[src/rtl/qat_pkg.sv]
// Shared types, codes and constants of the quoted argument tokenizer.
package qat_pkg;

   // Default size limits
   localparam int QAT_STORAGE_MAX = 4096;
   localparam int QAT_SLOT_MAX    = 64;

   // Result queue sizing: an end request yields at most three results
   localparam int QAT_MAX_RESULTS = 3;
   localparam int QAT_QUEUE_DEPTH = 4;

   // Configuration register widths and reset values
   localparam int QAT_CSR_WIDTH     = 13;
   localparam int QAT_STORAGE_WIDTH = 13;
   localparam int QAT_SLOTS_WIDTH   = 7;
   localparam logic [QAT_STORAGE_WIDTH-1:0] QAT_STORAGE_RESET = 13'd4096;
   localparam logic [QAT_SLOTS_WIDTH-1:0]   QAT_SLOTS_RESET   = 7'd64;

   // Special bytes
   localparam logic [7:0] CHAR_SQUOTE = 8'h27;
   localparam logic [7:0] CHAR_DQUOTE = 8'h22;
   localparam logic [7:0] CHAR_BSLASH = 8'h5C;
   localparam logic [7:0] CHAR_NUL    = 8'h00;

   // Configuration register indexes
   typedef enum logic {
      REG_STORAGE_BYTES = 1'b0,
      REG_WORD_SLOTS    = 1'b1
   } reg_index_type;

   // Result kinds
   typedef enum logic [1:0] {
      KIND_BYTE   = 2'd0,
      KIND_TERM   = 2'd1,
      KIND_STATUS = 2'd2
   } kind_type;

   // Final status codes
   typedef enum logic [2:0] {
      ST_OK        = 3'd0,
      ST_OPEN      = 3'd1,
      ST_TOO_MANY  = 3'd2,
      ST_FULL      = 3'd3,
      ST_EMPTY     = 3'd4
   } status_type;

   // Parser phase
   typedef enum logic [1:0] {
      PH_BETWEEN = 2'd0,
      PH_WORD    = 2'd1,
      PH_ERROR   = 2'd2
   } phase_type;

   // Open quote
   typedef enum logic [1:0] {
      Q_NONE   = 2'd0,
      Q_SINGLE = 2'd1,
      Q_DOUBLE = 2'd2
   } quote_type;

   // What one byte does inside a word
   typedef enum logic [2:0] {
      ACT_NONE,
      ACT_BYTE,
      ACT_TERM,
      ACT_ESC,
      ACT_OPEN_S,
      ACT_OPEN_D,
      ACT_CLOSE
   } act_type;

   // One result item
   typedef struct packed {
      kind_type    kind;
      logic [7:0]  byte_out;
      logic [5:0]  word_index;
      logic [11:0] store_offset;
      status_type  status;
      logic [5:0]  word_count;
      logic        last;
   } rsp_type;

   // Build a stored byte or terminator result
   function automatic rsp_type make_store(kind_type kind, logic [7:0] value,
                                          logic [5:0] widx, logic [11:0] offset);
      rsp_type r;
      r.kind         = kind;
      r.byte_out     = value;
      r.word_index   = widx;
      r.store_offset = offset;
      r.status       = ST_OK;
      r.word_count   = 6'd0;
      r.last         = 1'b0;
      return r;
   endfunction

   // Build a final status result
   function automatic rsp_type make_status(status_type st, logic [5:0] count);
      rsp_type r;
      r.kind         = KIND_STATUS;
      r.byte_out     = CHAR_NUL;
      r.word_index   = 6'd0;
      r.store_offset = 12'd0;
      r.status       = st;
      r.word_count   = count;
      r.last         = 1'b1;
      return r;
   endfunction

endpackage

[src/rtl/quoted_argument_tokenizer_top.sv]
// Top level of the quoted argument tokenizer: parser state and result queue.

// Splits a command string, one byte per request, into shell-style arguments
// and emits every stored byte, a terminator per word and a final status on
// the first error or end request. Byte requests are taken every cycle while
// req_stall is low and yield at most one result; end requests up to three.
// Results go into a four-entry queue draining one result per cycle while
// rsp_stall is low; req_stall rises while it holds more than one, so with
// rsp_stall low bytes run at one per cycle. Configuration writes take effect
// at once and are meant to land between commands or while idle.
module quoted_argument_tokenizer_top
   import qat_pkg::*;
#(
   parameter int STORAGE_MAX = QAT_STORAGE_MAX,
   parameter int SLOT_MAX    = QAT_SLOT_MAX
) (
   input  logic                     clock,
   input  logic                     reset,
   // request channel
   input  logic                     req_valid,
   output logic                     req_stall,
   input  logic [7:0]               req_char_in,
   input  logic                     req_is_end,
   // result channel
   output logic                     rsp_valid,
   input  logic                     rsp_stall,
   output logic [1:0]               rsp_kind,
   output logic [7:0]               rsp_byte_out,
   output logic [5:0]               rsp_word_index,
   output logic [11:0]              rsp_store_offset,
   output logic [2:0]               rsp_status,
   output logic [5:0]               rsp_word_count,
   output logic                     rsp_last,
   // configuration port
   input  logic                     csr_write_en,
   input  logic                     csr_index,
   input  logic [QAT_CSR_WIDTH-1:0] csr_wdata
);

   localparam int UW   = $clog2(STORAGE_MAX);
   localparam int WW   = $clog2(SLOT_MAX);
   localparam int CMPW = ((UW > QAT_STORAGE_WIDTH) ? UW : QAT_STORAGE_WIDTH) + 1;
   localparam int SCW  = ((WW > QAT_SLOTS_WIDTH) ? WW : QAT_SLOTS_WIDTH) + 1;
   localparam int PW   = $clog2(QAT_QUEUE_DEPTH);
   localparam int CNTW = $clog2(QAT_QUEUE_DEPTH + 1);
   localparam int NW   = $clog2(QAT_MAX_RESULTS + 1);
   localparam logic [CNTW-1:0] STALL_LEVEL = CNTW'(QAT_QUEUE_DEPTH - QAT_MAX_RESULTS);

   // Configuration registers
   logic [QAT_STORAGE_WIDTH-1:0] storage_ff, storage_in;
   logic [QAT_SLOTS_WIDTH-1:0]   slots_ff, slots_in;

   // Command state
   phase_type        phase_ff, phase_in;
   quote_type        quote_ff, quote_in;
   logic             esc_ff, esc_in;
   logic [UW-1:0]    used_ff, used_in;
   logic [WW-1:0]    words_ff, words_in;

   // Result queue
   rsp_type          queue_ff [QAT_QUEUE_DEPTH];
   logic [PW-1:0]    wr_ptr_ff, wr_ptr_in;
   logic [PW-1:0]    rd_ptr_ff, rd_ptr_in;
   logic [CNTW-1:0]  count_ff, count_in;

   // Decode
   logic             req_accept;
   logic             rsp_pop;
   logic             char_space;
   logic [CMPW-1:0]  storage_cap;
   logic [SCW-1:0]   slot_cap;
   logic             room_one;
   logic             room_two;
   logic             slot_free;
   logic             slot_fail;
   logic             word_active;
   logic [WW-1:0]    words_eff;
   logic [7:0]       quote_char;
   act_type          act;
   logic [5:0]       widx;
   logic [5:0]       widx_eff;
   logic [11:0]      off_first;
   logic [11:0]      off_second;

   // Results of the current request
   rsp_type          entry [QAT_MAX_RESULTS];
   logic [NW-1:0]    push_n;

   assign req_stall  = count_ff > STALL_LEVEL;
   assign req_accept = req_valid && !req_stall;
   assign rsp_valid  = count_ff != '0;
   assign rsp_pop    = rsp_valid && !rsp_stall;

   // Decode the byte against the current state
   always_comb begin
      char_space  = req_char_in inside {[8'd9:8'd13], 8'd32};
      storage_cap = (CMPW'(storage_ff) < CMPW'(STORAGE_MAX)) ?
                    CMPW'(storage_ff) : CMPW'(STORAGE_MAX);
      slot_cap    = (SCW'(slots_ff) < SCW'(SLOT_MAX)) ? SCW'(slots_ff) : SCW'(SLOT_MAX);
      room_one    = (CMPW'(used_ff) + CMPW'(1)) < storage_cap;
      room_two    = (CMPW'(used_ff) + CMPW'(2)) < storage_cap;
      slot_free   = (SCW'(words_ff) + SCW'(1)) < slot_cap;
      slot_fail   = (phase_ff == PH_BETWEEN) && !char_space && !slot_free;
      word_active = (phase_ff == PH_WORD) ||
                    ((phase_ff == PH_BETWEEN) && !char_space && slot_free);
      words_eff   = (phase_ff == PH_BETWEEN) ? words_ff + WW'(1) : words_ff;
      quote_char  = (quote_ff == Q_SINGLE) ? CHAR_SQUOTE : CHAR_DQUOTE;
      widx        = 6'(words_ff - WW'(1));
      widx_eff    = 6'(words_eff - WW'(1));
      off_first   = 12'(used_ff);
      off_second  = 12'(used_ff + UW'(1));

      if (esc_ff) begin
         act = ACT_BYTE;
      end else if (quote_ff != Q_NONE) begin
         if (req_char_in == quote_char) begin
            act = ACT_CLOSE;
         end else if (req_char_in == CHAR_BSLASH) begin
            act = ACT_ESC;
         end else begin
            act = ACT_BYTE;
         end
      end else if (req_char_in == CHAR_SQUOTE) begin
         act = ACT_OPEN_S;
      end else if (req_char_in == CHAR_DQUOTE) begin
         act = ACT_OPEN_D;
      end else if (req_char_in == CHAR_BSLASH) begin
         act = ACT_ESC;
      end else if (char_space) begin
         act = ACT_TERM;
      end else begin
         act = ACT_BYTE;
      end
   end

   // Next command state
   always_comb begin
      phase_in = phase_ff;
      quote_in = quote_ff;
      esc_in   = esc_ff;
      used_in  = used_ff;
      words_in = words_ff;
      if (req_accept) begin
         if (req_is_end) begin
            phase_in = PH_BETWEEN;
            quote_in = Q_NONE;
            esc_in   = 1'b0;
            used_in  = '0;
            words_in = '0;
         end else if (phase_ff != PH_ERROR) begin
            if (slot_fail) begin
               phase_in = PH_ERROR;
            end else if (word_active) begin
               phase_in = PH_WORD;
               words_in = words_eff;
               case (act)
                  ACT_BYTE: begin
                     esc_in = 1'b0;
                     if (room_one) begin
                        used_in = used_ff + UW'(1);
                     end else begin
                        phase_in = PH_ERROR;
                     end
                  end
                  ACT_TERM: begin
                     if (room_one) begin
                        used_in  = used_ff + UW'(1);
                        phase_in = PH_BETWEEN;
                     end else begin
                        phase_in = PH_ERROR;
                     end
                  end
                  ACT_ESC:    esc_in   = 1'b1;
                  ACT_OPEN_S: quote_in = Q_SINGLE;
                  ACT_OPEN_D: quote_in = Q_DOUBLE;
                  ACT_CLOSE:  quote_in = Q_NONE;
                  default:    phase_in = phase_ff;
               endcase
            end
         end
      end
   end

   // Results of the accepted request
   always_comb begin
      entry[0] = make_status(ST_OK, 6'(words_ff));
      entry[1] = entry[0];
      entry[2] = entry[0];
      push_n   = '0;
      if (req_accept) begin
         if (req_is_end) begin
            case (phase_ff)
               PH_BETWEEN: begin
                  entry[0] = make_status((words_ff == '0) ? ST_EMPTY : ST_OK,
                                         6'(words_ff));
                  push_n   = NW'(1);
               end
               PH_WORD: begin
                  if (esc_ff) begin
                     if (!room_one) begin
                        entry[0] = make_status(ST_FULL, 6'(words_ff));
                        push_n   = NW'(1);
                     end else if (quote_ff != Q_NONE) begin
                        entry[0] = make_store(KIND_BYTE, CHAR_BSLASH, widx, off_first);
                        entry[1] = make_status(ST_OPEN, 6'(words_ff));
                        push_n   = NW'(2);
                     end else if (!room_two) begin
                        entry[0] = make_store(KIND_BYTE, CHAR_BSLASH, widx, off_first);
                        entry[1] = make_status(ST_FULL, 6'(words_ff));
                        push_n   = NW'(2);
                     end else begin
                        entry[0] = make_store(KIND_BYTE, CHAR_BSLASH, widx, off_first);
                        entry[1] = make_store(KIND_TERM, CHAR_NUL, widx, off_second);
                        entry[2] = make_status(ST_OK, 6'(words_ff));
                        push_n   = NW'(3);
                     end
                  end else if (quote_ff != Q_NONE) begin
                     entry[0] = make_status(ST_OPEN, 6'(words_ff));
                     push_n   = NW'(1);
                  end else if (!room_one) begin
                     entry[0] = make_status(ST_FULL, 6'(words_ff));
                     push_n   = NW'(1);
                  end else begin
                     entry[0] = make_store(KIND_TERM, CHAR_NUL, widx, off_first);
                     entry[1] = make_status(ST_OK, 6'(words_ff));
                     push_n   = NW'(2);
                  end
               end
               default: push_n = '0;
            endcase
         end else if (phase_ff != PH_ERROR) begin
            if (slot_fail) begin
               entry[0] = make_status(ST_TOO_MANY, 6'(words_ff));
               push_n   = NW'(1);
            end else if (word_active && (act == ACT_BYTE || act == ACT_TERM)) begin
               push_n = NW'(1);
               if (!room_one) begin
                  entry[0] = make_status(ST_FULL, 6'(words_eff));
               end else if (act == ACT_BYTE) begin
                  entry[0] = make_store(KIND_BYTE, req_char_in, widx_eff, off_first);
               end else begin
                  entry[0] = make_store(KIND_TERM, CHAR_NUL, widx_eff, off_first);
               end
            end
         end
      end
   end

   // Queue pointers and fill count
   always_comb begin
      wr_ptr_in = wr_ptr_ff + PW'(push_n);
      rd_ptr_in = rsp_pop ? rd_ptr_ff + PW'(1) : rd_ptr_ff;
      count_in  = count_ff + CNTW'(push_n) - CNTW'(rsp_pop);
   end

   // Configuration writes
   always_comb begin
      storage_in = storage_ff;
      slots_in   = slots_ff;
      if (csr_write_en) begin
         case (reg_index_type'(csr_index))
            REG_STORAGE_BYTES: storage_in = csr_wdata[QAT_STORAGE_WIDTH-1:0];
            REG_WORD_SLOTS:    slots_in   = csr_wdata[QAT_SLOTS_WIDTH-1:0];
            default:           storage_in = storage_ff;
         endcase
      end
   end

   // Control registers
   always_ff @(posedge clock) begin
      if (reset) begin
         storage_ff <= QAT_STORAGE_RESET;
         slots_ff   <= QAT_SLOTS_RESET;
         phase_ff   <= PH_BETWEEN;
         quote_ff   <= Q_NONE;
         esc_ff     <= 1'b0;
         used_ff    <= '0;
         words_ff   <= '0;
         wr_ptr_ff  <= '0;
         rd_ptr_ff  <= '0;
         count_ff   <= '0;
      end else begin
         storage_ff <= storage_in;
         slots_ff   <= slots_in;
         phase_ff   <= phase_in;
         quote_ff   <= quote_in;
         esc_ff     <= esc_in;
         used_ff    <= used_in;
         words_ff   <= words_in;
         wr_ptr_ff  <= wr_ptr_in;
         rd_ptr_ff  <= rd_ptr_in;
         count_ff   <= count_in;
      end
   end

   // Write the new results into the queue
   always_ff @(posedge clock) begin
      for (int k = 0; k < QAT_MAX_RESULTS; k++) begin
         if (NW'(k) < push_n) begin
            queue_ff[wr_ptr_ff + PW'(k)] <= entry[k];
         end
      end
   end

   // Drive the head of the queue
   assign rsp_kind         = queue_ff[rd_ptr_ff].kind;
   assign rsp_byte_out     = queue_ff[rd_ptr_ff].byte_out;
   assign rsp_word_index   = queue_ff[rd_ptr_ff].word_index;
   assign rsp_store_offset = queue_ff[rd_ptr_ff].store_offset;
   assign rsp_status       = queue_ff[rd_ptr_ff].status;
   assign rsp_word_count   = queue_ff[rd_ptr_ff].word_count;
   assign rsp_last         = queue_ff[rd_ptr_ff].last;

`ifndef NO_ASSERTIONS
   // The queue never holds more than its depth
   a_queue_bound: assert property (@(posedge clock) disable iff (reset)
      count_ff <= CNTW'(QAT_QUEUE_DEPTH))
      else $error("result queue overfilled");

   // An accepted request always finds room for its results
   a_queue_room: assert property (@(posedge clock) disable iff (reset)
      req_accept |-> (CNTW'(QAT_QUEUE_DEPTH) - count_ff) >= CNTW'(push_n))
      else $error("request accepted without queue room");

   // An end request leaves the command state cleared
   a_end_clears: assert property (@(posedge clock) disable iff (reset)
      (req_accept && req_is_end) |=>
         (phase_ff == PH_BETWEEN && used_ff == '0 && words_ff == '0 && !esc_ff))
      else $error("command state not cleared after end request");

   // Between words there is no open quote and no pending escape
   a_between_clean: assert property (@(posedge clock) disable iff (reset)
      phase_ff == PH_BETWEEN |-> (quote_ff == Q_NONE && !esc_ff))
      else $error("quote or escape left open between words");

   // Bytes after an error yield nothing
   a_error_silent: assert property (@(posedge clock) disable iff (reset)
      (req_accept && !req_is_end && phase_ff == PH_ERROR) |-> push_n == '0)
      else $error("result produced in error phase");
`endif

endmodule
[config.mk]
export PLATFORM = sky130hd
export DESIGN_NAME = quoted_argument_tokenizer_top
export DESIGN_NICKNAME = d
export VERILOG_FILES = /design/src/rtl/qat_pkg.sv /design/src/rtl/quoted_argument_tokenizer_top.sv
export SDC_FILE = /design/constraint.sdc
export NUM_CORES = 1
export LEC_CHECK = 0
export BUFFER_PORTS_ARGS = -buffer_cell sky130_fd_sc_hd__buf_2
export CORE_UTILIZATION = 55
export DETAILED_ROUTE_END_ITERATION = 10
export GPL_TIMING_DRIVEN = 0
export PLACE_DENSITY = 0.8
export SLEW_MARGIN = 20
export SYNTH_ARGS = -nofsm -noshare
export SYNTH_HDL_FRONTEND = slang
export SYNTH_SLANG_ARGS = --single-unit
[constraint.sdc]
create_clock -name clock -period 5 [get_ports clock]
set_input_delay 1.25 -clock clock [delete_from_list [all_inputs] [get_ports clock]]
set_output_delay 1.25 -clock clock [all_outputs]
set_load 0.02 [all_outputs]
==> results.txt, run 1 <==
- Result of the run: completed
- Pin slew with the least headroom to its limit: between 1 and 1.5 ns
* Count of non-filler cells in the finished layout: 1,535
- Number of placed instances, taps included: 1,504
* Crit path time final: around 5 ns
- Of all cell types, the one taking the most synthesized area is dfxtp_1.
* FF+latch count, synth: 200
- Site row count: 51
- Net count of the finished layout: approximately 1,300
* Dominant cells by area after synthesis: dfxtp_1 (32%), mux4_2 (7.6%), edfxtp_1 (6.5%), nand2_1 (4.8%), a221o_1 (4.5%)
* Maximum vdd ir drop: 257.2 uV
* Leak: 4.734 nW
* Element type at the critical path start: register
* Netlist Area Pre-Place: 11,010 sq um
- The pre-antenna-repair detailed-routing pass consisted of 7 iterations.
* Wire length of the first global-routing pass: around 52,000 um
* Port-buffer cells: 62
- Top-Level Pins: 68
* Cell at the root of the clock tree: clkbuf_16
* Max stage delay on crit path: a little under 0.9 ns
* Area added between synthesis and finish: 12.33%
- CTS tree: done
* Final Hold Slack: between 0.4 and 0.5 ns
- STA puts the critical path data required time at 5.40 ns.
- The clock net in this run drives a total of 200 sinks.
- Drt drc: 0
- Met1 routed wirelength after detailed routing: 14,110 um
- Share of the clock period used by the worst path: between 90% and 100%
- After synthesis, the largest area contributor takes up 32.00% of total cell area.
- Detailed Route WL: 34,390 um
- The final route contains 10,194 vias.
- Number of nets with antenna violations after routing: 0
- At the end of routability-driven placement, the weighted congestion stood at just under 1.
- The number of max-slew violations in the final report was 0.
* Post-synth ARST share: 0%
- After synthesis, the netlist uses between 80 and 90 different library cells.
- Average cell area after synthesis: 9.355 sq um
- Flip-flop cell with the highest count after synthesis: dfxtp_1
- The tool flagged a number of max-cap violations equal to 0.
* Highest net fanout along the worst path: 10
* EDFF count, synth: 24
* Crit path buffers/inverters: 3
* Most instantiated cells after synthesis: dfxtp_1 (176), nand2_1 (141), nor2_1 (133)
* Length of routed met2 wiring: between 15,000 and 20,000 um
- Worst Skew: between 0.01 and 0.015 ns
* Relative slew slack: 27.54%
- Dpl hpwl: 24,820 um
- Counting cells, the worst reg-to-reg path comes to 13.
- Setup violations remaining at the end of the flow were counted as 0.
- Worst hold stages: 1
- The worst hold path belongs to the class register to register.
* Signal arrival time at the worst endpoint: 5.34 ns
- Counting every net in the synthesized netlist gives 1,246.
- Post-CTS Hold Fix Bufs: 0
- Share of cells above drive strength 1: 18.27%
- The number of hold violations in the final report was 0.
* Top routing layer used: met4
- Latest clock arrival within the worst-skew pair: between 0.4 and 0.5 ns
* Number of antenna violations at the first check in global routing: 0
* GRT overflow: 0
- Die area: 20,590 sq um
* Maximum number of pins on one net before global-route repair: 19
- The number of antenna diodes in the final layout is 0.
- Vias in the first global route: about 9,400
- In this run, CTS created clock tree buffers numbering 17.
- Drt via density: 6.641
* Pwr per Cell Area: 412.4 nW/um^2
* Yosys warning total: 0
* Starting density of the core: 56.39%
* Kind of cell adding the most delay to the critical path: compound AO/OA/AOI/OAI gates
- Measured along the x axis, the die boundary spans ~140 um.
- The critical path runs through a total of 13 cells.
- Ordered list of cells on the worst path: clkbuf_1 -> inv_1 -> ha_1 -> ha_1 -> and3_1 -> a22oi_1 -> a21o_1 -> o2111ai_1 -> o31ai_1 -> clkbuf_1 -> nand2_1 -> o32ai_1 -> a21o_1
- The worst setup path is captured at a register.
- Based on the critical path, the design can be clocked at up to 202.7 MHz.
- After clock tree synthesis, the clock-pin slew on the worst setup and hold paths is ~0.080 ns.
- The critical path in this run is classified as register to register.
- Global routing consumed, over all layers together, 33.86% of the routing resources.
- Max H-tree Level: 4
* Most repeated cell in the gate-level netlist after synthesis: dfxtp_1
- Drt initial violations: 1,349
* Share of the yosys chip area belonging to registers: 38.55%
* Standard cell core area: 19,530 sq um
* Per-cell routed wire length: 22.41 um
* Height of the die: 143.5 um
* Clk buf depth: 2
- On the critical path, the stage with the largest delay is an instance of o31ai_1.
- In the synthesized netlist, the number of instances is 1,177.
- Summed over all nets, wire length on met3 after detailed routing comes to roughly 3700 um.
through the flow:
step / total power [mW] / util (%) / setup TNS, ns / instance area [sq um] / setup WS, ns
floorplan: 3.207 / - / 0 / 11010 / 0.3505
global placement: 3.658 / 59.68 / -41.66 / 11650 / -0.8209
detailed placement: 3.698 / 59.68 / -56.82 / 11650 / -0.8960
CTS: 5.049 / 62.92 / 0 / 12290 / 0.002955
global route: 5.294 / 63.34 / -0.001783 / 12370 / -0.001783
finish: 5.101 / 63.34 / 0 / 12370 / 0.06613
final timing paths:
check                                             startpoint                           end  slack (ns)
worst min-delay path            queue_ff[0][23]$_SDFFE_PP0P_  queue_ff[0][23]$_SDFFE_PP0P_        0.46
worst max-delay path                words_ff[0]$_SDFFE_PP0P_  queue_ff[0][23]$_SDFFE_PP0P_        0.07
worst min register to register  queue_ff[0][23]$_SDFFE_PP0P_  queue_ff[0][23]$_SDFFE_PP0P_        0.46
worst max register to register      words_ff[0]$_SDFFE_PP0P_  queue_ff[0][23]$_SDFFE_PP0P_        0.07
kinds of logic (layout without fill, tap and decap cells):
family | count (synthesis) | count (layout) | share of synthesized area [%]
buf+inv | 112 | 205 | 4.511
compound gates | 293 | 293 | 21.50
fa+ha+maj | 41 | 41 | 4.727
mux | 48 | 48 | 8.580
flops | 200 | 200 | 38.55
xor+xnor | 41 | 41 | 3.261
simple gates | 442 | 442 | 18.88
final cells by class:
| type | count | area [sq um] |
|---|---|---|
| multi-input cells | 865 | 6397 |
| inverters | 32 | 120.1 |
| fillers | 1679 | 7158 |
| clock inverters | 14 | 146.4 |
| repair buffers | 65 | 332.8 |
| well taps | 265 | 331.6 |
| flip-flops and latches | 200 | 4247 |
| clock buffers | 18 | 429.2 |
| plain buffers | 76 | 364.1 |
worst register-to-register path: cells and delay by family (launching register included):
kind	cells	cell delay (ns)
compound gates	6	2.03
buf+inv	3	1.17
simple gates	2	0.43
flops	1	0.45
fa+ha+maj	2	0.81
cells in the final DEF, fill, tap and decap left out, types with 14 or more instances in the layout:
master and count:
a22oi_1 16, edfxtp_1 24, xnor2_1 26, o2bb2ai_1 17, inv_1 31, dfxtp_1 174
a221o_1 50, nand3_1 42, nand2_1 139, a21oi_1 63, o21ai_0 24, buf_2 84
a22o_1 21, nor3_1 30, nor2_1 132, mux4_2 37, a211o_1 14, clkbuf_16 17
clkbuf_1 43, ha_1 39
power breakdown:
part	switching (mW)	internal (mW)
logic	1.04	0.666
clock network	0.681	0.703
registers	0.131	1.88
repair_timing:
action                                  in CTS  in global routing
pin swaps                                    1                  4
gates resized for setup                     11                 16
endpoints found under the setup margin     175                136
buffers inserted                             2                  1
routing by layer:
metal  GRT usage, %  vias to the layer above
li1               -                     4536
met1          45.65                     4906
met2          52.10                      640
met3          8.464                      112
met4          13.10                        0
met5              0                        -
sequential cells by signal (all words and copies together) (netlist names), named ones only:
register    count
quote_ff        2
storage_ff     13
slots_ff        7
count_ff        3
rd_ptr_ff       2
wr_ptr_ff       2
words_ff        6
queue_ff      148
esc_ff          1
phase_ff        2
off_first      12
Power figures use the tool's default switching activity.
==> run 2: changes to the inputs <==
--- a/config.mk
+++ b/config.mk
@@ -9,7 +9,7 @@
 export CORE_UTILIZATION = 55
 export DETAILED_ROUTE_END_ITERATION = 10
 export GPL_TIMING_DRIVEN = 0
-export PLACE_DENSITY = 0.8
+export PLACE_DENSITY = 0.76
 export SLEW_MARGIN = 20
 export SYNTH_ARGS = -nofsm -noshare
 export SYNTH_HDL_FRONTEND = slang
==> constraint.sdc (replaced) <==
create_clock -name clock -period 5 [get_ports clock]
set_input_delay 1.25 -clock clock [delete_from_list [all_inputs] [get_ports clock]]
set_output_delay 1.25 -clock clock [all_outputs]
set_load 0.005 [all_outputs]
==> results.txt, run 2 (synthesis gave the netlist of run 1 again) <==
- Total routing usage reported by global routing: 33.65% (-0.20 points)
* Maximum number of pins on one net before global-route repair: 21 (+2)
* Starting density of the core: 56.39% (unchanged)
* Pin slew with the least headroom to its limit: 1.093 ns (+0.01296 ns)
- The setup violation total in the final timing report was 0 (unchanged).
- After global routing, the most crowded layer is met2.
* Start-to-end type of the worst setup path: register to register
- The die area was 20,590 sq um (unchanged).
- In this run the critical register-to-register path is launched from words_ff[0]$_SDFFE_PP0P_.
- The worst setup path is captured at a register.
- The total core area came to 19,530 sq um (unchanged).
- The worst slack on hold paths is 0.4568 ns (-0.0006580 ns).
- Total negative slack for setup checks: 0 ns (unchanged)
- Register bank with the most flops: queue_ff
- Number of clock sinks seen by CTS: 200 (unchanged)
* Drt via density: 6.490 (-2.3%)
- Number of flip-flops in the largest register: 148 (unchanged)
- The remaining global-route overflow came to 0 (unchanged).
- Drt initial violations: 1,200 (-11%)
- The leakage power came to 4.755 nW (+0.44%).
- The number of ports placed on the die boundary was 68 (unchanged).
- Diodes inserted: 0 (unchanged)
* Pwr per Cell Area: 404.1 nW/um^2 (-2.0%)
- The routed length per instance came to 21.94 um (-2.1%).
- TritonCTS built the clock tree.
- The number of maximum-capacitance violations came to 0 (unchanged).
- The worst-case clock buffer depth is 2 (unchanged).
- Class of the tightest hold or removal check: register to register
- The count of standard-cell rows is 51 (unchanged).
- Signal arrival time at the worst endpoint: 5.19 ns (-0.15 ns)
- For this design, the slowest cell found on the critical path is o31ai_1.
- Element type at the critical path start: register
- Ordered list of cells on the worst path: clkbuf_1 -> inv_1 -> ha_1 -> ha_1 -> and3_1 -> a22oi_1 -> a21o_1 -> o2111ai_1 -> o31ai_1 -> clkbuf_2 -> nand2_1 -> o32ai_1 -> a21o_1
* Overall power: 5.004 mW (-1.9%)
* Clock transition at the register clock pins on the worst setup and hold paths after CTS: 0.08 ns (about the same)
- Routability congestion estimate: 0.9504 (-2.8%)
- Area added between synthesis and finish: 12.45%
* Min-Delay Startpoint: storage_ff[5]$_SDFFE_PP0P_
- The tree is rooted in a clkbuf_16.
* Max H-tree Level: 4 (unchanged)
* Maximum operating frequency: 208.8 MHz (+3.0%)
* Post-route design area: 12,380 sq um (+0.11%)
- Result of the run: completed
* Wire length of the first global-routing pass: 51,940 um (-0.84%)
* Commonest non-fill, non-tap cells in the layout: dfxtp_1 (173), nand2_1 (139), nor2_1 (130)
- Latest clock arrival within the worst-skew pair: 0.46 ns (about the same)
- The post-detailed-routing wire length was 33,660 um (-2.1%).
- Tracing the worst setup path back leads to its startpoint at words_ff[0]$_SDFFE_PP0P_.
* Port-buffer cells: 62 (unchanged)
- Number of max-slew violations in the final report: 0 (unchanged)
* Chip width: 143.5 um (unchanged)
- The residual DRC count is 0 (unchanged).
- The count of nets left with antenna violations after detail routing is 0 (unchanged).
* Height of the die: 143.5 um (unchanged)
* Share of cells above drive strength 1: 18.60% (+0.33 points)
- Net count of the finished layout: 1,325 (-0.075%)
- Total number of vias: 9,955 (-2.3%)
- The met1 track demand over resource in global routing was 46.53% (+0.89 points).
* Vias in the first global route: 9,170 (-2.6%)
* Instance area after placement: 11,650 sq um (unchanged)
* Post-CTS Hold Fix Bufs: 0 (unchanged)
* Max stage delay on crit path: 0.93 ns (+0.06 ns)
- The number of hold violations in the final report was 0 (unchanged).
- The post-DP HPWL came to 24,660 um (-0.65%).
* Number of iterations in the first detailed-routing pass: 6 (-1)
* Setup repair after global routing missed its margin: no
* Data required time of the critical path: 5.40 ns (about the same)
- The library cell used most frequently in the layout, excluding fill and tap cells, is dfxtp_1.
* Maximum vdd ir drop: 273.9 uV (+6.5%)
- The max-slew headroom at the worst pin is 26.68% (-0.87 points).
* Number of buffers inserted during clock tree synthesis: 17 (unchanged)
* Worst Skew: 0.01540 ns (+0.002672 ns)
- GR Layer Usage met3: 7.131% (-1.3 points)
- The ratio of final minimum period to clock period is 95.79% (-2.9 points).
* Highest net fanout along the worst path: 10 (unchanged)
- Crit path time final: 4.789 ns (-0.1445 ns)
- The number of antenna violations at the first check in global routing came to 0 (unchanged).
- The met2 routing resource usage after global routing is 51.66% (-0.43 points).
[run 2: path summary, 6_finish.rpt]
check	end	slack, ns	cells after the start
worst max-delay path	queue_ff[0][23]$_SDFFE_PP0P_	0.21	13
worst min-delay path	storage_ff[5]$_SDFFE_PP0P_	0.46	2
worst max register to register	queue_ff[0][23]$_SDFFE_PP0P_	0.21	13
worst min register to register	storage_ff[5]$_SDFFE_PP0P_	0.46	2
[run 2: layout make-up]
class | count | area, sq um
buffer | 75 | 361.6
clock buffer | 17 | 425.4
clock inverter | 15 | 176.4
fill | 1672 | 7144
inverter | 32 | 120.1
multi-input combinational | 865 | 6386
sequential | 200 | 4248
tap | 265 | 331.6
timing repair buffer | 65 | 332.8
[run 2: metal layers]
layer | share of wire [%] | vias to the layer above
li1 | - | 4545
met4 | 2.8 | 0
met3 | 9.3 | 83
met5 | 0 | -
met1 | 43 | 4790
met2 | 45 | 537
[run 2: timing repair]
item,4_1_cts,5_1_grt
setup endpoints to repair,175,132
pin swaps,0,2
buffers inserted,1,2
gates resized for setup,12,18
[run 2: power breakdown]
part | switching (mW) | internal (mW) | total, mW
registers | 0.131 | 1.88 | 2.01
logic | 0.888 | 0.661 | 1.55
clock network | 0.722 | 0.719 | 1.44
total | 1.74 | 3.26 | 5.00
[run 2: critical path, delay by kind of cell, from the launching register on]
family | cells | cell delay [ns]
AOI/OAI and AO/OA | 6 | 2.04
adders and majority gates | 2 | 0.82
buffers and inverters | 3 | 1.06
DFF | 1 | 0.43
and+or+nand+nor | 2 | 0.39
[run 2: stage by stage]
stage	setup slack (ns)	cells	utilization (%)
2_1_floorplan	0.3505	1177	-
4_1_cts	0.02044	1536	63.09
5_1_grt	0.02068	1534	63.41
3_3_place_gp	-0.8961	1504	59.68
6_report	0.2106	1534	63.41
3_5_place_dp	-0.9572	1504	59.68
==> run 3: changes to the inputs <==
--- a/config.mk
+++ b/config.mk
@@ -6,10 +6,10 @@
 export NUM_CORES = 1
 export LEC_CHECK = 0
 export BUFFER_PORTS_ARGS = -buffer_cell sky130_fd_sc_hd__buf_2
-export CORE_UTILIZATION = 55
+export CORE_UTILIZATION = 45
 export DETAILED_ROUTE_END_ITERATION = 10
 export GPL_TIMING_DRIVEN = 0
-export PLACE_DENSITY = 0.76
+export PLACE_DENSITY = 0.64
 export SLEW_MARGIN = 20
 export SYNTH_ARGS = -nofsm -noshare
 export SYNTH_HDL_FRONTEND = slang
==> results.txt, run 3 (synthesis gave the netlist of run 1 again) <==
- GRT overflow: 0 (unchanged)
- The total clock sinks was 200 (unchanged).
- Number of antenna violations at the first check in global routing: 2 (+2)
- Multi-input logic area: 6404 sq um (+0.27%)
- Pwr per Cell Area: 408.2 nW/um^2 (+1.0%)
- Port-buffer cells: 62 (unchanged)
- The final critical delay including setup and external delays is 4.891 ns (+0.1014 ns).
- Kind of cell adding the most delay to the critical path: simple AND/OR/NAND/NOR gates
- The die span in x is 158.4 um (+10%).
- Wire length of the first global-routing pass: 54,490 um (+4.9%)
- The number of max-slew violations in the final report was 0 (unchanged).
* Drt initial violations: 1,045 (-13%)
- The largest stage delay on the critical path is 0.93 ns (about the same).
* Die area: 25,100 sq um (+22%)
* Top-Level Pins: 68 (unchanged)
* Dpl hpwl: 25,460 um (+3.3%)
- Start-to-end type of the worst setup path: register to register
- The maximum vdd ir drop is 279.8 uV (+2.2%).
- In this run the worst hold path is classified as register to register.
- The total power was 5.114 mW (+2.2%).
- Traced cell by cell, the critical path runs through and3_1 -> and3_2 -> nand3_4 -> xnor2_4 -> ha_1 -> a21oi_1 -> o21ai_0 -> a211o_1 -> nor3_1 -> buf_2 -> nand2_1 -> nor3_1 -> a21oi_1 -> o22ai_1.
* Drt drc: 0 (unchanged)
- STA classifies the critical path endpoint as a register.
- The register with the most flip-flops in the final layout is queue_ff.
- The switching power is 1.798 mW (+3.3%).
- The leakage power was 4.790 nW (+0.75%).
* Per-cell routed wire length: 22.20 um (+1.2%)
* Count of non-filler cells in the finished layout: 1,588 (+3.5%)
- The worst-case clock buffer depth is 2 (unchanged).
* Worst setup slack before clock tree synthesis: -0.8224 ns (+0.1347 ns)
- Routability congestion estimate: 0.9208 (-3.1%)
- Number of iterations in the first detailed-routing pass: 6 (unchanged)
- Commonest non-fill, non-tap cell in the layout: dfxtp_1
* Share of the clock period used by the worst path: 97.82% (+2.0 points)
- Cell-internal power: 3.316 mW (+1.6%)
- Total routing usage reported by global routing: 29.27% (-4.4 points)
- FF+latch area: 4248 sq um (unchanged)
- The number of placed cells counting well taps is 1,558 (+3.6%).
- The post-layout worst setup margin was 0.1092 ns (-0.1014 ns).
- The clock network latency to the later pin of the worst-skew pair came to 0.46 ns (about the same).
- Cell at the root of the clock tree: clkbuf_16
- The total inserted antenna cells was 0 (unchanged).
* Commonest non-fill, non-tap cells in the layout: dfxtp_1 (173), nand2_1 (138), nor2_1 (130)
* Result of the run: completed
* Switching Share: 35.16% (+0.38 points)
- Setup-violating endpoint count in the final report: 0 (unchanged)
- The worst setup skew after layout came to 0.01534 ns (-0.00005800 ns).
- The clock edge transition at the registers on the reported setup and hold paths came to 0.09 ns (about the same).
- Maximum number of pins on one net before global-route repair: 23 (+9.5%)
* Detailed Route WL: 35,260 um (+4.7%)
* Final Hold Slack: 0.4545 ns (-0.002257 ns)
* Vias in the first global route: 9,321 (+1.6%)
* Starting density of the core: 46.35% (-10 points)
* Worst-path cell with the longest stage delay: nor3_1
- The data required time at the worst endpoint was 5.29 ns (-0.11 ns).
* Share of cells above drive strength 1: 18.75% (+0.16 points)
- Highest net fanout along the worst path: 10 (unchanged)
- TritonCTS built the clock tree.
- The final layout net count is 1,325 (unchanged).
- Number of maximum-capacitance constraint violations: 0 (unchanged)
- Total negative slack for setup checks: 0 ns (unchanged)
- The count of standard-cell rows is 56 (+9.8%).
- Setup repair after global routing missed its margin: no
* Fraction of power consumed by combinational cells: 30.7% (-0.2 points)
- The critical path data arrival time came to 5.18 ns (about the same).
- Number of nets with antenna violations after routing: 0 (unchanged)
- The number of CTS-inserted buffers was 17 (unchanged).
- Area added between synthesis and finish: 13.77%
* Register share of total power: 39.4% (-0.9 points)
* Drt via density: 6.218 (-4.2%)
- The worst setup path is launched from a register.
- Number of hold violations in the final report: 0 (unchanged)
- Number of flip-flops in the largest register: 148 (unchanged)
* Maximum operating frequency: 204.5 MHz (-2.1%)
- Pin slew with the least headroom to its limit: 1.154 ns (+0.06055 ns)
* Max H-tree Level: 4 (unchanged)
- Number of fillers in the final layout: 2,198 (+31%)
- The total core area is 23,750 sq um (+22%).
- The via total after detailed routing was 9,874 (-0.81%).
* Clock network fraction of design power: 29.9% (+1.1 points)
- The worst path buffer plus inverter count came to 1 (-2).
- Relative slew slack: 22.49% (-4.2 points)
- The overall die height came to 158.4 um (+10%).
## run 3: cell types whose count changed in the layout (fill, tap and decap cells not counted), sizes merged
cell / previous run / this run
clkbuf: 59 / 62
buf: 98 / 96
clkinv: 6 / 8
inv: 39 / 37
clkinvlp: 1 / 0
## run 3: per-layer routing
layer	vias up	routed length [um]	GRT usage [%]
li1	4537	-	-
met1	4741	15260	40.45
met2	520	15760	45.47
met3	76	3316	6.042
met4	0	925	9.570
met5	-	0	0
## run 3: final cells by class
cell class	instances	area share, %
buffer	75	2.887
clock buffer	18	3.596
clock inverter	14	1.688
inverter	32	0.9588
multi-input combinational	865	51.12
sequential	200	33.91
tap	319	3.186
timing repair buffer	65	2.657
## run 3: power groups by stage
stage          combinational, mW  clock, mW  sequential [mW]
2_1_floorplan               1.07          0             2.00
3_3_place_gp                1.52          0             2.04
3_5_place_dp                1.54          0             2.04
4_1_cts                     1.55       1.54             2.01
5_1_grt                     1.70       1.61             2.04
6_report                    1.57       1.53             2.01
## run 3: path summary, 6_finish.rpt
path / start / to / slack (ns) / depth (start not counted)
max reg2reg: off_first[5]$_SDFFE_PP0P_ / queue_ff[3][1]$_DFFE_PP_ / 0.11 / 14
min: queue_ff[0][31]$_SDFFE_PP0N_ / queue_ff[0][31]$_SDFFE_PP0N_ / 0.45 / 2
max: off_first[5]$_SDFFE_PP0P_ / queue_ff[3][1]$_DFFE_PP_ / 0.11 / 14
min reg2reg: queue_ff[0][31]$_SDFFE_PP0N_ / queue_ff[0][31]$_SDFFE_PP0N_ / 0.45 / 2
## run 3: tightest hold or removal path: cells and delay by family, from the launching register on
family	cells	cell delay, ns
flops	1	0.32
simple gates	1	0.05
compound gates	1	0.05
## run 3: per-stage QoR
step           cell area (sq um)  utilization, %
2_1_floorplan              11010               -
3_3_place_gp               11720           49.34
3_5_place_dp               11730           49.39
4_1_cts                    12470           52.50
5_1_grt                    12530           52.74
6_report                   12530           52.74
## run 3: timing repair
action                                  4_1_cts  5_1_grt
setup buffers                                 2        1
hold buffers                                  0        0
pin swaps                                     1        2
resized for setup                            14       14
endpoints found under the setup margin      175      131
hold endpoints to repair                      0        0
